File: src/rtl/lge_pkg.sv
// shared constants, codes and controller/datapath types for the life grid engine
package lge_pkg;

  localparam int ROWS   = 34;
  localparam int COLS   = 48;
  localparam int ROW_W  = $clog2(ROWS);
  localparam int COL_W  = $clog2(COLS);
  localparam int STEP_W = $clog2(ROWS + 2);
  localparam int ACT_W  = 3;
  localparam int ADDR_W = 6;
  localparam int GEN_W  = 32;
  localparam int RNG_W  = 32;

  localparam logic [RNG_W-1:0] LCG_MUL = 32'd1103515245;
  localparam logic [RNG_W-1:0] LCG_INC = 32'd12345;

  typedef enum logic [ACT_W-1:0] {
    ACT_STEP   = 3'd0,
    ACT_CLEAR  = 3'd1,
    ACT_RAND   = 3'd2,
    ACT_TOGGLE = 3'd3,
    ACT_PAINT  = 3'd4
  } lge_action_t;

  typedef struct packed {
    logic              take_in;
    logic              rd_en;
    logic [ROW_W-1:0]  rd_addr;
    logic              rd_item;
    logic              win_clr;
    logic              win_shift;
    logic              win_zero;
    logic              life_wr;
    logic              rand_step;
    logic              rand_wr;
    logic              cell_wr;
    logic [ROW_W-1:0]  wr_addr;
    logic              grid_clr;
    logic              gen_clr;
    logic              gen_inc;
    logic              out_load;
  } lge_cmd_t;

  typedef struct packed {
    lge_action_t action;
    logic        in_grid;
  } lge_sts_t;

endpackage

File: src/rtl/lge_in_if.sv
// input item channel: valid/ready with action and cell address
interface lge_in_if
  import lge_pkg::*;
();
  logic              valid;
  logic              ready;
  logic [ACT_W-1:0]  action;
  logic [ADDR_W-1:0] row;
  logic [ADDR_W-1:0] col;

  modport source (output valid, output action, output row, output col, input ready);
  modport sink   (input valid, input action, input row, input col, output ready);
endinterface

File: src/rtl/lge_out_if.sv
// result item channel: valid/ready with generation count and cell state
interface lge_out_if
  import lge_pkg::*;
();
  logic             valid;
  logic             ready;
  logic [GEN_W-1:0] generation;
  logic             cell_alive;

  modport source (output valid, output generation, output cell_alive, input ready);
  modport sink   (input valid, input generation, input cell_alive, output ready);
endinterface

File: src/rtl/lge_dp.sv
// datapath: grid row memory, life row logic, generator, counters and result registers
module lge_dp
  import lge_pkg::*;
(
  input  logic              clk,
  input  logic              rst,
  input  lge_cmd_t          cmd,
  output lge_sts_t          sts,
  input  logic [ACT_W-1:0]  item_action,
  input  logic [ADDR_W-1:0] item_row,
  input  logic [ADDR_W-1:0] item_col,
  input  logic              cfg_we,
  input  logic [RNG_W-1:0]  cfg_wdata,
  output logic [GEN_W-1:0]  out_gen,
  output logic              out_cell
);

  logic [COLS-1:0]   mem [ROWS];
  logic [ROWS-1:0]   vld;
  logic [COLS-1:0]   rd_q;
  logic              rd_v;
  logic [COLS-1:0]   rd_eff;

  logic [ACT_W-1:0]  act_q;
  logic [ADDR_W-1:0] row_q;
  logic [ADDR_W-1:0] col_q;
  logic              in_grid;
  logic [ROW_W-1:0]  row_i;
  logic [COL_W-1:0]  col_i;

  logic [COLS-1:0]   prev_row;
  logic [COLS-1:0]   cur_row;
  logic [COLS-1:0]   incoming;
  logic [COLS-1:0]   life_row;

  logic [RNG_W-1:0]  rng;
  logic [RNG_W-1:0]  rng_next;
  logic              rand_bit;
  logic [COLS-1:0]   rand_buf;
  logic [COLS-1:0]   rand_row;

  logic [COLS-1:0]   cell_row;
  logic [GEN_W-1:0]  gen_count;

  logic              rd_fire;
  logic [ROW_W-1:0]  rd_addr;
  logic              wr_en;
  logic [ROW_W-1:0]  wr_addr;
  logic [COLS-1:0]   wr_data;

  assign in_grid = (7'(row_q) < 7'(ROWS)) && (7'(col_q) < 7'(COLS));
  assign row_i   = row_q[ROW_W-1:0];
  assign col_i   = col_q[COL_W-1:0];
  assign sts.action  = lge_action_t'(act_q);
  assign sts.in_grid = in_grid;

  always_ff @(posedge clk) begin
    if (cmd.take_in) begin
      act_q <= item_action;
      row_q <= item_row;
      col_q <= item_col;
    end
  end

  assign rd_eff   = rd_v ? rd_q : '0;
  assign incoming = cmd.win_zero ? '0 : rd_eff;

  // b3/s23 on one row with dead cells beyond the edges
  always_comb begin
    logic [COLS+1:0] pe;
    logic [COLS+1:0] ue;
    logic [COLS+1:0] ne;
    logic [3:0]      n;
    pe = {1'b0, prev_row, 1'b0};
    ue = {1'b0, cur_row, 1'b0};
    ne = {1'b0, incoming, 1'b0};
    life_row = '0;
    for (int c = 0; c < COLS; c++) begin
      n = 4'(pe[c]) + 4'(pe[c+1]) + 4'(pe[c+2]) + 4'(ue[c]) + 4'(ue[c+2])
        + 4'(ne[c]) + 4'(ne[c+1]) + 4'(ne[c+2]);
      life_row[c] = (n == 4'd3) || ((n == 4'd2) && ue[c+1]);
    end
  end

  always_ff @(posedge clk) begin
    if (cmd.win_clr) begin
      prev_row <= '0;
      cur_row  <= '0;
    end else if (cmd.win_shift) begin
      prev_row <= cur_row;
      cur_row  <= incoming;
    end
  end

  assign rng_next = rng * LCG_MUL + LCG_INC;
  assign rand_bit = (rng_next[17:16] == 2'b00);
  assign rand_row = {rand_bit, rand_buf[COLS-1:1]};

  always_ff @(posedge clk) begin
    if (rst) begin
      rng <= RNG_W'(1);
    end else if (cfg_we) begin
      rng <= cfg_wdata | RNG_W'(1);
    end else if (cmd.rand_step) begin
      rng <= rng_next;
    end
  end

  always_ff @(posedge clk) begin
    if (cmd.rand_step) begin
      rand_buf <= rand_row;
    end
  end

  always_comb begin
    cell_row = rd_eff;
    if (lge_action_t'(act_q) == ACT_TOGGLE) begin
      cell_row[col_i] = ~rd_eff[col_i];
    end else begin
      cell_row[col_i] = 1'b1;
    end
  end

  assign rd_fire = cmd.rd_en || (cmd.rd_item && in_grid);
  assign rd_addr = cmd.rd_item ? row_i : cmd.rd_addr;
  assign wr_en   = cmd.life_wr || cmd.rand_wr || cmd.cell_wr;
  assign wr_addr = cmd.cell_wr ? row_i : cmd.wr_addr;

  always_comb begin
    if (cmd.life_wr) begin
      wr_data = life_row;
    end else if (cmd.rand_wr) begin
      wr_data = rand_row;
    end else begin
      wr_data = cell_row;
    end
  end

  always_ff @(posedge clk) begin
    if (wr_en) begin
      mem[wr_addr] <= wr_data;
    end
    if (rd_fire) begin
      rd_q <= mem[rd_addr];
    end
  end

  always_ff @(posedge clk) begin
    if (rst) begin
      vld  <= '0;
      rd_v <= 1'b0;
    end else begin
      if (cmd.grid_clr) begin
        vld <= '0;
      end else if (wr_en) begin
        vld[wr_addr] <= 1'b1;
      end
      if (rd_fire) begin
        rd_v <= vld[rd_addr];
      end
    end
  end

  always_ff @(posedge clk) begin
    if (rst) begin
      gen_count <= '0;
    end else if (cmd.gen_clr) begin
      gen_count <= '0;
    end else if (cmd.gen_inc) begin
      gen_count <= gen_count + GEN_W'(1);
    end
  end

  always_ff @(posedge clk) begin
    if (cmd.out_load) begin
      out_gen  <= gen_count;
      out_cell <= in_grid && rd_eff[col_i];
    end
  end

endmodule

File: src/rtl/lge_ctrl.sv
// controller: sequences step, clear, randomize, cell edits and readback for each item
module lge_ctrl
  import lge_pkg::*;
(
  input  logic     clk,
  input  logic     rst,
  input  logic     in_valid,
  output logic     in_ready,
  output logic     out_valid,
  input  logic     out_ready,
  input  lge_sts_t sts,
  output lge_cmd_t cmd
);

  typedef enum logic [2:0] {
    S_IDLE,
    S_DECODE,
    S_STEP,
    S_RAND,
    S_CELL_RD,
    S_CELL_WR,
    S_RB_RD,
    S_RB_LATCH
  } state_t;

  state_t            state;
  logic [STEP_W-1:0] j;
  logic [ROW_W-1:0]  r;
  logic [COL_W-1:0]  c;
  logic              step_last;
  logic              col_last;
  logic              row_last;
  logic              can_load;

  assign in_ready  = (state == S_IDLE);
  assign step_last = (j == STEP_W'(ROWS + 1));
  assign col_last  = (c == COL_W'(COLS - 1));
  assign row_last  = (r == ROW_W'(ROWS - 1));
  assign can_load  = !out_valid || out_ready;

  always_comb begin
    cmd = '0;
    case (state)
      S_IDLE: begin
        cmd.take_in = in_valid;
      end
      S_DECODE: begin
        case (sts.action)
          ACT_STEP:  cmd.win_clr = 1'b1;
          ACT_CLEAR: begin
            cmd.grid_clr = 1'b1;
            cmd.gen_clr  = 1'b1;
          end
          ACT_RAND:  cmd.gen_clr = 1'b1;
          default:   ;
        endcase
      end
      S_STEP: begin
        cmd.rd_en     = (j < STEP_W'(ROWS));
        cmd.rd_addr   = j[ROW_W-1:0];
        cmd.win_shift = (j != '0);
        cmd.win_zero  = step_last;
        cmd.life_wr   = (j >= STEP_W'(2));
        cmd.wr_addr   = ROW_W'(j - STEP_W'(2));
        cmd.gen_inc   = step_last;
      end
      S_RAND: begin
        cmd.rand_step = 1'b1;
        cmd.rand_wr   = col_last;
        cmd.wr_addr   = r;
      end
      S_CELL_RD: cmd.rd_item = 1'b1;
      S_CELL_WR: cmd.cell_wr = 1'b1;
      S_RB_RD:   cmd.rd_item = 1'b1;
      S_RB_LATCH: cmd.out_load = can_load;
      default: ;
    endcase
  end

  always_ff @(posedge clk) begin
    if (rst) begin
      state     <= S_IDLE;
      out_valid <= 1'b0;
      j         <= '0;
      r         <= '0;
      c         <= '0;
    end else begin
      if (cmd.out_load) begin
        out_valid <= 1'b1;
      end else if (out_ready) begin
        out_valid <= 1'b0;
      end
      case (state)
        S_IDLE: begin
          if (in_valid) begin
            state <= S_DECODE;
          end
        end
        S_DECODE: begin
          j <= '0;
          r <= '0;
          c <= '0;
          case (sts.action)
            ACT_STEP:   state <= S_STEP;
            ACT_RAND:   state <= S_RAND;
            ACT_TOGGLE: state <= sts.in_grid ? S_CELL_RD : S_RB_RD;
            ACT_PAINT:  state <= sts.in_grid ? S_CELL_RD : S_RB_RD;
            default:    state <= S_RB_RD;
          endcase
        end
        S_STEP: begin
          j <= j + STEP_W'(1);
          if (step_last) begin
            state <= S_RB_RD;
          end
        end
        S_RAND: begin
          if (col_last) begin
            c <= '0;
            r <= r + ROW_W'(1);
            if (row_last) begin
              state <= S_RB_RD;
            end
          end else begin
            c <= c + COL_W'(1);
          end
        end
        S_CELL_RD:  state <= S_CELL_WR;
        S_CELL_WR:  state <= S_RB_RD;
        S_RB_RD:    state <= S_RB_LATCH;
        S_RB_LATCH: begin
          if (can_load) begin
            state <= S_IDLE;
          end
        end
        default: state <= S_IDLE;
      endcase
    end
  end

endmodule

File: src/rtl/life_grid_engine.sv
// life grid engine top level: b3/s23 grid with clear, randomize and cell edits
// step: one grid row per cycle through the window
// randomize: one generator multiply per cell
// toggle and paint: read-modify-write of one row
// one item at a time; the next item is taken in the cycle after the result is loaded, even if it waits
// reset: grid reads all dead through per-row valid bits, generation 0, generator state 1
module life_grid_engine
  import lge_pkg::*;
(
  input  logic             clk,
  input  logic             rst,
  lge_in_if.sink           item,
  lge_out_if.source        result,
  input  logic             cfg_we,
  input  logic [RNG_W-1:0] cfg_wdata
);

  lge_cmd_t         cmd;
  lge_sts_t         sts;
  logic [GEN_W-1:0] out_gen;
  logic             out_cell;
  logic             out_valid;
  logic             in_ready;

  lge_ctrl u_ctrl (
    .clk       (clk),
    .rst       (rst),
    .in_valid  (item.valid),
    .in_ready  (in_ready),
    .out_valid (out_valid),
    .out_ready (result.ready),
    .sts       (sts),
    .cmd       (cmd)
  );

  lge_dp u_dp (
    .clk         (clk),
    .rst         (rst),
    .cmd         (cmd),
    .sts         (sts),
    .item_action (item.action),
    .item_row    (item.row),
    .item_col    (item.col),
    .cfg_we      (cfg_we),
    .cfg_wdata   (cfg_wdata),
    .out_gen     (out_gen),
    .out_cell    (out_cell)
  );

  assign item.ready        = in_ready;
  assign result.valid      = out_valid;
  assign result.generation = out_gen;
  assign result.cell_alive = out_cell;

  a_one_item: assert property (@(posedge clk) disable iff (rst)
    item.valid && item.ready |=> !item.ready)
    else $error("second item taken while one is in progress");

  a_life_row: assert property (@(posedge clk) disable iff (rst)
    cmd.life_wr |-> (int'(cmd.wr_addr) < ROWS))
    else $error("life row write beyond grid");

  a_cell_in_grid: assert property (@(posedge clk) disable iff (rst)
    cmd.cell_wr |-> sts.in_grid)
    else $error("cell write for address outside grid");

  a_load_free: assert property (@(posedge clk) disable iff (rst)
    cmd.out_load |-> (!result.valid || result.ready))
    else $error("result register overwritten before taken");

endmodule
File: src/flat_wrapper.sv
// flat-port wrapper written by rule: the top's interface ports become plain ports
module life_grid_engine_flat import lge_pkg::*;
  (clk, rst, cfg_we, cfg_wdata, item_valid, item_action, item_row, item_col, item_ready, result_valid, result_generation, result_cell_alive, result_ready);
  lge_in_if item_i ();
  lge_out_if result_i ();
  input  logic clk;
  input  logic rst;
  input  logic cfg_we;
  input  logic [RNG_W-1:0] cfg_wdata;
  input wire logic [$bits(item_i.valid)-1:0] item_valid;
  input wire logic [$bits(item_i.action)-1:0] item_action;
  input wire logic [$bits(item_i.row)-1:0] item_row;
  input wire logic [$bits(item_i.col)-1:0] item_col;
  output wire logic [$bits(item_i.ready)-1:0] item_ready;
  output wire logic [$bits(result_i.valid)-1:0] result_valid;
  output wire logic [$bits(result_i.generation)-1:0] result_generation;
  output wire logic [$bits(result_i.cell_alive)-1:0] result_cell_alive;
  input wire logic [$bits(result_i.ready)-1:0] result_ready;
  assign item_i.valid = item_valid;
  assign item_i.action = item_action;
  assign item_i.row = item_row;
  assign item_i.col = item_col;
  assign item_ready = item_i.ready;
  assign result_valid = result_i.valid;
  assign result_generation = result_i.generation;
  assign result_cell_alive = result_i.cell_alive;
  assign result_i.ready = result_ready;
  life_grid_engine u_core (.clk(clk), .rst(rst), .item(item_i), .result(result_i), .cfg_we(cfg_we), .cfg_wdata(cfg_wdata));
endmodule
File: config.mk
export PLATFORM = sky130hd
export DESIGN_NAME = life_grid_engine_flat
export DESIGN_NICKNAME = d
export VERILOG_FILES = /design/src/rtl/lge_pkg.sv /design/src/rtl/lge_in_if.sv /design/src/rtl/lge_out_if.sv /design/src/rtl/lge_dp.sv /design/src/rtl/lge_ctrl.sv /design/src/rtl/life_grid_engine.sv /design/src/flat_wrapper.sv
export SDC_FILE = /design/constraint.sdc
export NUM_CORES = 2
export LEC_CHECK = 0
export BUFFER_PORTS_ARGS = -buffer_cell sky130_fd_sc_hd__buf_2
export CAP_MARGIN = 20
export CORE_UTILIZATION = 40
export DETAILED_ROUTE_END_ITERATION = 6
export PLACE_DENSITY = 0.66
export SKIP_CTS_REPAIR_TIMING = 1
export SYNTH_ARGS = -nofsm -noshare
export SYNTH_HDL_FRONTEND = slang
export SYNTH_HIERARCHICAL = 1
export SYNTH_SLANG_ARGS = --single-unit
File: constraint.sdc
create_clock -name clk -period 7 [get_ports clk]
set_clock_uncertainty 0.15 [all_clocks]
set_input_delay 0.35 -clock clk [delete_from_list [all_inputs] [get_ports clk]]
set_output_delay 0.35 -clock clk [all_outputs]
set_load 0.005 [all_outputs]
==> run metrics <==
status=finished clean; dominant cells by area after synthesis=edfxtp_1 (60%), mux4_2 (10%), fa_1 (5.5%); die area=224000 µm²; Async SR Flop Fraction=0%; TritonRoute pass-1 iters=6; WL final=226000 µm; initial antenna violation count=6; I/O Buffers=71; Synth area leader=edfxtp_1; most common cell in the netlist=edfxtp_1; kind of critical path=flip-flop to flip-flop; Worst-Skew Late Latency=0.86 ns; Die H=473 µm; layout cells sized above 1=16.6%; critical path peak fanout=34; gr usage total=20.2%; Die X-Extent=473 µm; Rel. slew slack=20.9%; Crit. End Element=flip-flop; clock buffer depth=3; Max-Cap Viols=0; final worst path period share=95.4%; Core Footprint=220000 µm²; final hold viol count=0; Ports=87; clk slew on worst S/H paths=0.07 ns; Total Neg Setup Slack=0 ns; Slew @ Worst Pin=1.19 ns; largest net degree at the start of global routing=145; antenna-violating nets left=0; first-pass GRT wire length=336000 µm; Total Nets Final=6372; EDFF count, synth=1775; Avg Cell Area, Syn=15.7 µm²; Mapped Cells=5642; max-slew violation count=0; grt total ovfl=0; Rows=172; Initial Util=40.3%; Final min period=6.68 ns; DR WL/cell=25.2 µm; CTS Sinks=1978; fillers=18700; H-tree depth=4; ys flop type=edfxtp_1; post-synthesis sequential area ratio=64.7%; synth unique cells=79; Synth Register Bits=1978; vias in the first global route=50800; RePlAce Congestion=0.858; syn_nets=6179; Vias=51000; CP arrival=7.17 ns; area share of the largest cell type after synthesis=60.1%; Startpoint Class=flip-flop; unrepaired setup endpoints after global routing=false; mapped cell area=88700 µm²; hpwl dp=133000 µm; Max Fclk=150 MHz; peak supply drop=0.354 mV; Area growth, synth to finish=13.4%; Final Cell Area=101000 µm²; CTS tree=done; root cell of the clock tree=clkbuf_16; final setup fails=0; Synth Warn #=6; drt via density=5.69; Final Util=45.7%; Leakage=35.1 nW; TritonCTS Buffers=193; CP Data Required Time=7.49 ns; # DRC=0; initial drt markers=5596; top post-synthesis cells by count=edfxtp_1 (1775), nand2_1 (595), inv_1 (412), mux4_2 (393), ha_1 (243); worst hold path class=input port to flip-flop; cell area power density=316 nW/µm²; Post-DP Area=93700 µm²
[sequential cells by signal, summed over array words and instances, names as in the netlist, 18 cells and up]
name,cells
u_core/u_dp/cur_row,48
u_core/u_dp/prev_row,48
u_core/u_dp/rng,18
u_core/u_dp/gen_count,32
u_core/u_dp/rand_buf,47
u_core/u_dp/out_gen,32
u_core/u_dp/rd_q,48
u_core/u_dp/mem,1632
u_core/u_dp/vld,34
[power by group]
part | internal, mW | switching (mW)
registers | 13.4 | 0.377
logic | 2.98 | 4.61
clock network | 5.84 | 4.53
total | 22.2 | 9.52
[area by class of cell]
cell class	instances	area [µm²]	share of cell area, %
Antenna cell	1	2.50	0.00249
Clock buffer	243	5090	5.06
Clock inverter	116	1190	1.18
Inverter	414	1550	1.54
Multi-Input combinational cell	2952	29000	28.8
Sequential cell	1978	57400	57.0
Tap cell	2958	3700	3.68
Timing Repair Buffer	296	2680	2.66
[worst max-delay path: stages (launching register included)]
cell,delay [ns]
dfxtp_1,0.43
ha_1,0.25
inv_1,0.12
fa_1,0.50
inv_1,0.05
fa_1,0.50
inv_1,0.05
fa_1,0.47
inv_1,0.05
ha_1,0.27
inv_1,0.05
fa_1,0.54
inv_1,0.05
fa_1,0.49
fa_1,0.42
ha_1,0.24
or2_2,0.28
a311oi_1,0.31
o31ai_1,0.16
xnor2_1,0.21
nor2b_1,0.31
a221o_1,0.23
buf_4,0.31
[stage by stage]
step                      hold slack, ns  instances  setup slack, ns  power [mW]
after floorplan                    0.277       5642            0.710        19.1
after global placement             0.284       8540            0.355        21.5
after detailed placement           0.286       8542            0.317        21.6
after CTS                         -0.539       8901            0.271        31.9
after global routing              0.0808       8957           0.0306        33.1
final                              0.109       8958            0.319        31.8
[kinds of logic (layout without fill, tap and decap cells)]
group	Yosys count	after routing	share of synthesized area, %
flops	1978	1978	64.7
simple gates	1236	1236	6.34
buf+inv	712	1069	3.18
compound gates	686	686	5.30
fa+ha+maj	485	485	8.89
mux	482	482	11.0
xor+xnor	63	63	0.637
other cells	0	1	0
[worst paths after layout]
check | from | slack, ns | depth (start not counted) | end
max | u_core/u_dp/rng[3] | 0.32 | 22 | u_core/u_dp/mem[32][47]
min | item_row[3] | 0.11 | 2 | u_core/u_dp/row_i[3]
max reg2reg | u_core/u_dp/rng[3] | 0.32 | 22 | u_core/u_dp/mem[32][47]
min reg2reg | u_core/u_dp/rand_buf[43] | 0.30 | 0 | u_core/u_dp/rand_buf[42]
[layout by cell type (no fill, tap or decap), types with 39 or more instances in the layout]
cell,netlist,final
inv_1,412,411
dfxtp_1,203,203
a32oi_1,42,42
o21a_1,39,39
a311oi_1,52,52
fa_1,242,242
nor2b_1,58,55
o2111ai_1,41,41
a31oi_1,58,58
clkbuf_16,0,194
nand2b_1,58,58
nand2_1,595,595
a31o_1,42,42
clkinv_1,2,42
mux4_2,393,393
and3_1,55,55
nand3_1,205,205
edfxtp_1,1775,1775
mux2i_1,71,66
a21oi_1,203,201
o21ai_0,74,74
nor2_1,166,129
buf_2,55,71
buf_4,3,136
clkbuf_1,194,44
ha_1,243,243
a211oi_1,62,62
dlygate4sd3_1,0,52
[per-layer routing]
| metal | global-route usage, % | routed length, µm |
|---|---|---|
| met5 | 0 | 0 |
| met4 | 5.97 | 6040 |
| met3 | 3.35 | 18900 |
| met2 | 32.4 | 108000 |
| met1 | 28.1 | 93000 |
Power figures use the tool's default switching activity.
